<file path="src/sv/mrt_pkg.sv">
`default_nettype none
package mrt_pkg;

  localparam int DEF_TABLE_ENTRIES = 16;

  localparam logic [2:0] KIND_ADD    = 3'd0;
  localparam logic [2:0] KIND_SETHOP = 3'd1;
  localparam logic [2:0] KIND_LOOKUP = 3'd2;
  localparam logic [2:0] KIND_EXISTS = 3'd3;
  localparam logic [2:0] KIND_REMOVE = 3'd4;
  localparam logic [2:0] KIND_CLEAR  = 3'd5;

  localparam logic [2:0] ST_ACTIVE     = 3'd0;
  localparam logic [2:0] ST_FAILED     = 3'd2;
  localparam logic [2:0] ST_VALIDATING = 3'd4;

  localparam logic [15:0] NO_HOP = 16'hFFFF;

  typedef struct packed {
    logic [2:0]  kind;
    logic [15:0] dst_node;
    logic [2:0]  new_status;
    logic [15:0] hop_addr;
  } req_t;

  typedef struct packed {
    logic        found;
    logic [15:0] fwd_hop;
    logic        table_full;
  } res_t;

  typedef struct packed {
    logic [2:0]  status;
    logic [15:0] dest;
    logic [15:0] hop;
  } entry_t;

endpackage
`default_nettype wire

</file>
<file path="src/sv/mesh_route_table_unit.sv">
`default_nettype none
// Route table with TABLE_ENTRIES slots. An operation is taken when start is
// high and busy is low; its result appears on out_item for one cycle with
// out_valid high and must be taken then, since the receiver cannot stall.
// Table operations scan the entry memory one slot per cycle through its
// single read port, stopping at the first matching entry; the result strobe
// comes from the S_WRITE state once the scan ends, and busy drops in the
// cycle the strobe is shown, so the next operation may be taken then.
// clear_all and unknown kinds give their result on the next cycle and never
// raise busy.
module mesh_route_table_unit #(
  parameter int TABLE_ENTRIES = mrt_pkg::DEF_TABLE_ENTRIES
) (
  input  wire logic          clk,
  input  wire logic          rst_n,
  input  wire logic          start,
  input  wire mrt_pkg::req_t in_item,
  output logic               busy,
  output logic               out_valid,
  output mrt_pkg::res_t      out_item
);
  import mrt_pkg::*;

  localparam int AW = (TABLE_ENTRIES > 1) ? $clog2(TABLE_ENTRIES) : 1;

  logic          mem_we;
  logic [AW-1:0] mem_waddr;
  entry_t        mem_wdata;
  logic          mem_re;
  logic [AW-1:0] mem_raddr;
  entry_t        mem_rdata;

  mrt_ctrl #(
    .DEPTH (TABLE_ENTRIES),
    .AW    (AW)
  ) u_ctrl (
    .clk       (clk),
    .rst_n     (rst_n),
    .start     (start),
    .in_item   (in_item),
    .busy      (busy),
    .out_valid (out_valid),
    .out_item  (out_item),
    .mem_we    (mem_we),
    .mem_waddr (mem_waddr),
    .mem_wdata (mem_wdata),
    .mem_re    (mem_re),
    .mem_raddr (mem_raddr),
    .mem_rdata (mem_rdata)
  );

  mrt_mem #(
    .DEPTH (TABLE_ENTRIES),
    .AW    (AW)
  ) u_mem (
    .clk     (clk),
    .wr_en   (mem_we),
    .wr_addr (mem_waddr),
    .wr_data (mem_wdata),
    .rd_en   (mem_re),
    .rd_addr (mem_raddr),
    .rd_data (mem_rdata)
  );

endmodule
`default_nettype wire

</file>
<file path="src/sv/mrt_mem.sv">
`default_nettype none
module mrt_mem #(
  parameter int DEPTH = 16,
  parameter int AW    = (DEPTH > 1) ? $clog2(DEPTH) : 1
) (
  input  wire logic           clk,
  input  wire logic           wr_en,
  input  wire logic [AW-1:0]  wr_addr,
  input  wire mrt_pkg::entry_t wr_data,
  input  wire logic           rd_en,
  input  wire logic [AW-1:0]  rd_addr,
  output mrt_pkg::entry_t     rd_data
);
  import mrt_pkg::*;

  entry_t mem_r [DEPTH];
  entry_t rd_data_r;

  always_ff @(posedge clk) begin
    if (wr_en) begin
      mem_r[wr_addr] <= wr_data;
    end
  end

  always_ff @(posedge clk) begin
    if (rd_en) begin
      rd_data_r <= mem_r[rd_addr];
    end
  end

  assign rd_data = rd_data_r;

endmodule
`default_nettype wire

</file>
<file path="src/sv/mrt_ctrl.sv">
`default_nettype none
module mrt_ctrl #(
  parameter int DEPTH = 16,
  parameter int AW    = (DEPTH > 1) ? $clog2(DEPTH) : 1
) (
  input  wire logic            clk,
  input  wire logic            rst_n,
  input  wire logic            start,
  input  wire mrt_pkg::req_t   in_item,
  output logic                 busy,
  output logic                 out_valid,
  output mrt_pkg::res_t        out_item,
  output logic                 mem_we,
  output logic [AW-1:0]        mem_waddr,
  output mrt_pkg::entry_t      mem_wdata,
  output logic                 mem_re,
  output logic [AW-1:0]        mem_raddr,
  input  wire mrt_pkg::entry_t mem_rdata
);
  import mrt_pkg::*;

  localparam logic [1:0] S_IDLE  = 2'd0;
  localparam logic [1:0] S_SCAN  = 2'd1;
  localparam logic [1:0] S_WRITE = 2'd2;

  localparam logic [AW-1:0] LAST = AW'(DEPTH - 1);

  logic [1:0]       state_r;
  req_t             req_r;
  logic [AW-1:0]    idx_r;
  logic             issue_done_r;
  logic             pend_r;
  logic [AW-1:0]    pend_idx_r;
  logic             match_r;
  logic [AW-1:0]    match_idx_r;
  entry_t           match_ent_r;
  logic             free_r;
  logic [AW-1:0]    free_idx_r;
  logic [DEPTH-1:0] valid_r;
  logic             out_valid_r;
  res_t             out_item_r;

  logic   accept;
  logic   hit;
  logic   usable;
  res_t   res;

  assign accept = start && (state_r == S_IDLE);
  assign busy   = (state_r != S_IDLE);

  assign mem_re    = (state_r == S_SCAN) && !issue_done_r;
  assign mem_raddr = idx_r;

  // one compare per cycle against the entry read the cycle before
  assign hit    = pend_r && valid_r[pend_idx_r] && (mem_rdata.dest == req_r.dst_node);
  assign usable = (match_ent_r.status == ST_ACTIVE) || (match_ent_r.status == ST_VALIDATING);

  always_comb begin
    mem_we         = 1'b0;
    mem_waddr      = match_idx_r;
    mem_wdata      = match_ent_r;
    res.found      = match_r;
    res.fwd_hop    = NO_HOP;
    res.table_full = 1'b0;
    case (req_r.kind)
      KIND_ADD: begin
        if (match_r) begin
          mem_we           = 1'b1;
          mem_wdata.status = req_r.new_status;
        end else if (free_r) begin
          mem_we           = 1'b1;
          mem_waddr        = free_idx_r;
          mem_wdata.status = req_r.new_status;
          mem_wdata.dest   = req_r.dst_node;
          mem_wdata.hop    = '0;
        end else begin
          res.table_full = 1'b1;
        end
      end
      KIND_SETHOP: begin
        if (match_r) begin
          mem_we        = 1'b1;
          mem_wdata.hop = req_r.hop_addr;
        end
      end
      KIND_LOOKUP: begin
        if (match_r && usable) begin
          mem_we           = 1'b1;
          mem_wdata.status = ST_ACTIVE;
          res.fwd_hop      = match_ent_r.hop;
        end
      end
      default: ;
    endcase
    if (state_r != S_WRITE) begin
      mem_we = 1'b0;
    end
  end

  always_ff @(posedge clk) begin
    if (!rst_n) begin
      state_r      <= S_IDLE;
      valid_r      <= '0;
      out_valid_r  <= 1'b0;
      pend_r       <= 1'b0;
      issue_done_r <= 1'b0;
      match_r      <= 1'b0;
      free_r       <= 1'b0;
    end else begin
      out_valid_r <= 1'b0;
      case (state_r)
        S_IDLE: begin
          if (accept) begin
            req_r        <= in_item;
            idx_r        <= '0;
            issue_done_r <= 1'b0;
            pend_r       <= 1'b0;
            match_r      <= 1'b0;
            free_r       <= 1'b0;
            if (in_item.kind <= KIND_REMOVE) begin
              state_r <= S_SCAN;
            end else begin
              // clear_all and unknown kinds finish at once
              if (in_item.kind == KIND_CLEAR) begin
                valid_r <= '0;
              end
              out_valid_r           <= 1'b1;
              out_item_r.found      <= 1'b0;
              out_item_r.fwd_hop    <= NO_HOP;
              out_item_r.table_full <= 1'b0;
            end
          end
        end
        S_SCAN: begin
          if (mem_re) begin
            idx_r <= idx_r + 1'b1;
            if (idx_r == LAST) begin
              issue_done_r <= 1'b1;
            end
          end
          pend_r     <= mem_re;
          pend_idx_r <= idx_r;
          if (pend_r) begin
            if (hit) begin
              match_r     <= 1'b1;
              match_idx_r <= pend_idx_r;
              match_ent_r <= mem_rdata;
              pend_r      <= 1'b0;
              state_r     <= S_WRITE;
            end else begin
              if (!valid_r[pend_idx_r] && !free_r) begin
                free_r     <= 1'b1;
                free_idx_r <= pend_idx_r;
              end
              if (pend_idx_r == LAST) begin
                pend_r  <= 1'b0;
                state_r <= S_WRITE;
              end
            end
          end
        end
        S_WRITE: begin
          if (req_r.kind == KIND_ADD && !match_r && free_r) begin
            valid_r[free_idx_r] <= 1'b1;
          end
          if (req_r.kind == KIND_REMOVE && match_r) begin
            valid_r[match_idx_r] <= 1'b0;
          end
          out_valid_r <= 1'b1;
          out_item_r  <= res;
          state_r     <= S_IDLE;
        end
        default: begin
          state_r <= S_IDLE;
        end
      endcase
    end
  end

  assign out_valid = out_valid_r;
  assign out_item  = out_item_r;

endmodule
`default_nettype wire

</file>
<file path="config.mk">
export PLATFORM = sky130hd
export DESIGN_NAME = mesh_route_table_unit
export DESIGN_NICKNAME = d
export VERILOG_FILES = /design/src/sv/mrt_pkg.sv /design/src/sv/mesh_route_table_unit.sv /design/src/sv/mrt_mem.sv /design/src/sv/mrt_ctrl.sv
export SDC_FILE = /design/constraint.sdc
export NUM_CORES = 1
export LEC_CHECK = 0
export CAP_MARGIN = 20
export CORE_ASPECT_RATIO = 1.2
export CORE_MARGIN = 8
export CORE_UTILIZATION = 40
export CTS_BUF_LIST = sky130_fd_sc_hd__clkbuf_4 sky130_fd_sc_hd__clkbuf_8 sky130_fd_sc_hd__clkbuf_16
export DETAILED_ROUTE_END_ITERATION = 10
export DONT_BUFFER_PORTS = 1
export PLACE_DENSITY = 0.51
export SLEW_MARGIN = 0
export SYNTH_ARGS = -nofsm -noshare
export SYNTH_HDL_FRONTEND = slang
export SYNTH_SLANG_ARGS = --single-unit
</file>
<file path="constraint.sdc">
create_clock -name clk -period 5.82 [get_ports clk]
set_clock_uncertainty 0.2 [all_clocks]
set_input_delay 1.164 -clock clk [delete_from_list [all_inputs] [get_ports clk]]
set_output_delay 1.164 -clock clk [all_outputs]
set_load 0.1 [all_outputs]
</file>
* Word level (Yosys, flattened, before mapping)
Memories as Yosys holds them, arrays and structs flattened. A register that Yosys moved wholly into a read port is not among the register bits. Cells that the tools add are included.
Storage, ports and cells: register bits 130, bits in writable memories 560, bits of input ports 41, output and inout port bits 20, logic and storage cells 157, memories 1
Operators by class: add/sub/neg operators 1, magnitude comparators 6, equal/unequal tests 22, muxes and demuxes 68, bitwise gates (word level) 4, reductions and logical operators 34
Memory list:
- u_mem.mem_r | depth 16, width 35, read ports 1, clocked after memory_dff 1, wr ports 1, line mrt_mem.sv:16 | entry_t mem_r [DEPTH];
Operators with widths (number):
- two-way mux 16 bit | 11
- case mux 16 bit (2 select lines) | 2
- two-way mux 18 bit | 2
- case mux 18 bit (2 select lines) | 1
- two-way mux 35 bit | 1
- two-way mux 32 bit | 1
- AND reduction 4 bit | 7
- two-way mux 1 bit | 26
- two-way mux 4 bit | 5
- bitwise AND 16 bit | 1
- equality test 16 bit | 1
- inequality test 2 bit (second input constant) | 8
- NOT 16 bit | 1
- OR 16 bit | 1
- < comparator 4 x 5 -> 1 bit (second input constant) | 3
- logical AND 1 bit | 11
- two-way mux 2 bit | 5
- case mux 1 bit (2 select lines) | 5
- AND reduction 5 bit | 2
- equality test 3 bit (second input constant) | 3
- demux 1 bit (select 4 bit) | 2
- equality test 4 bit (second input constant) | 2
- >= comparator 4 x 1 -> 1 bit (second input constant) | 2
- case mux 4 bit (2 select lines) | 1
- 21 further kinds | 31

* Longest topological paths before layout
word-level depth 11, mapped depth 6

* Hierarchy
From an unflattened synthesis, not the netlist that was laid out.
Unflattened totals: cells, all modules 1308, area total of the unflattened synthesis 28009.4 um^2
Modules (own cells, without submodules):
- mrt_mem | times used 1, cells each 914, area each 22404.0 um^2
- mrt_ctrl | times used 1, cells each 394, area each 5605.4 um^2

* Worst setup path before layout
No wires, ideal clock.
path kind register to register, from register u_ctrl.req_r[37] (netlist bit), to memory u_mem.mem_r[1][0] (netlist bit) (enable), library setup time 467 ps, arrival 3867 ps, data required time 5153 ps, path slack 1286 ps, stages on the path, launching flop included 6, period minus slack after synthesis 4534 ps, path through edfxtp_1 -> nor3_2 -> nand3b_1 -> nor3b_2 -> a31oi_1 -> nor3_1
Between the ends: cells in the longest elaborated chain, start to end 5
Ends and longest elaborated chain:
- from (decl) | line mrt_ctrl.sv:29 | req_t req_r;
- from (signal assigned) | line mrt_ctrl.sv:114 | req_r <= in_item;
- equality test 3 x 2 -> 1 bit, or another cell as far along | line mrt_ctrl.sv:65 | case (req_r.kind)
- case mux 1 bit (3 select lines) | line mrt_ctrl.sv:65
- two-way mux 1 bit | line mrt_ctrl.sv:95 | if (state_r != S_WRITE) begin
- two-way mux 1 bit | line mrt_mem.sv:20 | if (wr_en) begin
- two-way mux 1 bit (not written as such) | line mrt_mem.sv:21 | mem_r[wr_addr] <= wr_data;
- to (decl) | line mrt_mem.sv:16
Several ways; a longest one is shown, not always the timed one.

* Final worst setup path
from register u_ctrl.req_r[37] (netlist bit), to memory u_mem.mem_r[0][10] (netlist bit) (enable)
The elaborated chain is that of the path after synthesis.

==> results.md <==
- CTS buffer count: 73
- H-tree Lvls: 3
- First drt pass iteration count: 5
- Detailed placement HPWL: roughly 32 mm
- Drt drc: 0
- Register area share after synthesis: approximately 77%
- CTS Buffer Depth: 3
- Layout cells sized above 1: around 28%
- Power per Cell Area: 348.6 nW/µm²
- Final wirelength: 61.15 mm
- DP Cell Count: 2125
- Max_slew headroom: between 30% and 40%
- R2R Path End: u_mem.mem_r[0][10]$_DFFE_PP_
- Layout Nets: around 1300
- Total GRT Usage: 16.25%
- RSZ-0062 raised after global routing: false
- DRT antenna net count: 0
- Yosys warns: 0
- Worst reg2reg path startpoint: u_ctrl.req_r[37]$_DFFE_PP_
- CTS tree: built
- Worst Tran Pin Value: around 1 ns
- 1st-iter DRT viols: 950
- Slowest stage delay, CP: 0.81 ns
- Max VDD drop: 186.9 µV
- Crit-path max FO: 28
- Min Tclk post-route: between 4 and 5 ns
- Top FF cell, synth: edfxtp_1
- Worst Setup End Kind: flop
- Crit-path slowest cell: nor2_4
- Hold Crit Endpoint: u_ctrl.match_ent_r[6]$_DFFE_PP_
- CP Data Required Time: 5.88 ns
- I/O pin cnt: between 60 and 70
- Max-cap viol count: 0
- WS Path Type: reg -> reg
- HP Class: reg -> reg
- Largest net degree at the start of global routing: 140
- R2R depth: 7
- Hold Path Origin: u_mem.rd_data[6]$_DFFE_PN_
- Cell variety after synth: 50
- Static Leak: between 9 and 10 nW
- WP data arrival: 4.33 ns
- Most frequent cell on the critical path: buf_4
- Cts hold-fix bufs: 0
- Finished Layout Cells: around 2300
- Worst-Skew Late Latency: about 0.62 ns
- Post-synth EDFFs: slightly below 700
- Most frequent cells in the layout: edfxtp_1, mux4_2, clkbuf_16, nand2_1, buf_4
- Post-synth top area cell: edfxtp_1
- Worst hold stages: 0
- Via-to-Cell Ratio: about 5.5
- Die Footprint: between 70000 and 80000 µm²
- P&R area growth vs syn: 13.93%
- Mapped Cells: 1247
- Cell Chain, Critical Path: nor3_2 > nand3b_1 > buf_4 > nor3_1 > o21bai_1 > nor2_4 > buf_4
- Most common cell after layout, fill and taps aside: edfxtp_1
- WP buf/inv: 2
- Antenna violations before repair: 2
- CP delay by family, top: simple AND/OR/NAND/NOR gates
- Clock root cell: clkbuf_16
- Final period util: 73.31%
- Fillers: 5561
- Yosys top cell area share: 75.76%
- Rows: ~100
- Antenna cells: 0
- Worst setup SP type: flop
- Post-Syn Nets: 1289
- Clock sinks: approximately 700
- R2R Setup Slk: approximately 1.6 ns
- Total congestion overflow: 0
- Sum Neg Setup Slack: 0 ns
- First-pass GRT wire length: roughly 90 mm
- #FFs+latches synth: just over 700
- Die X: between 200 and 300 µm
- Clock slew at reported path FFs: roughly 0.06 ns
- F_max: between 200 and 250 MHz
- Per-cell routed wire length: 27.09 µm
- Avg Synthesized Cell Area: roughly 22 µm²
- Height of the die: ~300 µm
- Vias in the first global route: around 13000
- Status: finished clean
- Power after layout: 10.75 mW
- Cts repair resizes: 0
- GP Congestion: 0.7687
- Ys async rst share: 0%
- Port bufs: 0
- Vias: between 10000 and 15000
- Synth top area cells: edfxtp_1, mux4_2, dfxtp_1
- Cell area after synthesis: 27070 µm²
- Count of final hold-check violations: 0
- Initial Utilization: slightly above 40%
- Core area: roughly 67000 µm²
- Final setup fails: 0
- # Post-CTS Setup Buffers: 0
- Pins Over Slew Limit: 0
==> worst max path at each step <==
stage,from,to,slack [ns],cells past startpoint
floorplan,u_ctrl.req_r[37]$_DFFE_PP_,u_mem.mem_r[1][0]$_DFFE_PP_,1.29,5
global route,u_ctrl.req_r[37]$_DFFE_PP_,u_mem.mem_r[0][10]$_DFFE_PP_,1.40,7
global placement,u_ctrl.req_r[37]$_DFFE_PP_,u_mem.mem_r[4][15]$_DFFE_PP_,1.64,7
CTS,u_ctrl.req_r[37]$_DFFE_PP_,u_mem.mem_r[0][10]$_DFFE_PP_,1.53,7
finish,u_ctrl.req_r[37]$_DFFE_PP_,u_mem.mem_r[0][10]$_DFFE_PP_,1.55,7
detailed placement,u_ctrl.req_r[37]$_DFFE_PP_,u_mem.mem_r[0][15]$_DFFE_PP_,1.56,7
==> cells in the mapped netlist (5+ instances only) <==
library cell    n
clkbuf_1       29
a31oi_1         7
or2_1          10
mux4_2        174
nor3b_1         7
nor2_1         40
edfxtp_1      683
a21oi_1        30
mux2_2         16
buf_1           9
xor2_1         16
buf_2          13
nor3_1         19
buf_6           9
or2_2           5
inv_1           6
a22o_1         14
dfxtp_1        23
o21ai_0        20
nand2_1        56
==> final cells by class <==
cell class / instances / area [µm²] / share of cell area (%)
Inverter: 6 / 22.52 / 0.07303
Tap cell: 901 / 1127 / 3.655
Multi-Input combinational cell: 474 / 5889 / 19.10
Sequential cell: 706 / 20970 / 67.99
Timing Repair Buffer: 40 / 341.6 / 1.108
Clock inverter: 38 / 466.7 / 1.513
Clock buffer: 92 / 2023 / 6.560
==> routing by layer <==
| metal | global-route usage (%) | vias up | wire length [µm] |
|---|---|---|---|
| met4 | 4.606 | 0 | 1110 |
| met5 | 0 | - | 0 |
| li1 | - | 5300 | - |
| met1 | 21.96 | 6718 | 27170 |
| met2 | 27.19 | 250 | 30600 |
| met3 | 2.546 | 81 | 2270 |
==> through the flow <==
step	setup WS (ns)	util [%]	hold slack [ns]	instance area (µm²)
5_1_grt	1.397	46.02	0.2241	30840
3_5_place_dp	1.562	42.28	0.2045	28330
3_3_place_gp	1.635	42.27	0.2027	28320
4_1_cts	1.532	45.99	0.2130	30820
6_report	1.554	46.02	0.2146	30840
2_1_floorplan	1.286	-	0.2003	27070
==> power breakdown <==
part | internal, mW | switching [mW]
combinational | 0.159 | 0.165
clock | 2.92 | 1.92
sequential | 5.55 | 0.0314
total | 8.63 | 2.12
==> kinds of logic (layout without fill, tap and decap cells) <==
logic type | Yosys count | count (layout) | synth area share, %
and+or+nand+nor | 173 | 173 | 3.277
muxes | 194 | 194 | 15.29
AOI/OAI and AO/OA | 88 | 88 | 2.098
DFF | 706 | 706 | 77.46
adders and majority gates | 1 | 1 | 0.04621
xor gates and xnor gates | 18 | 18 | 0.5824
buffers and inverters | 67 | 176 | 1.243
==> flip-flops by register name, summed over array words and instances, names as in the netlist <==
register	cells
u_mem.mem_r	544
u_ctrl.req_r	37
u_ctrl.match_ent_r	34
u_mem.rd_data	34
u_ctrl.out_item	18
u_ctrl.valid_r	16
u_ctrl.free_idx_r	4
u_ctrl.match_idx_r	4
u_ctrl.mem_raddr	4
u_ctrl.pend_idx_r	4
u_ctrl.state_r	2
u_ctrl.free_r	1
u_ctrl.issue_done_r	1
u_ctrl.match_r	1
u_ctrl.out_valid	1
u_ctrl.pend_r	1
(Power assumes the default switching activity.)
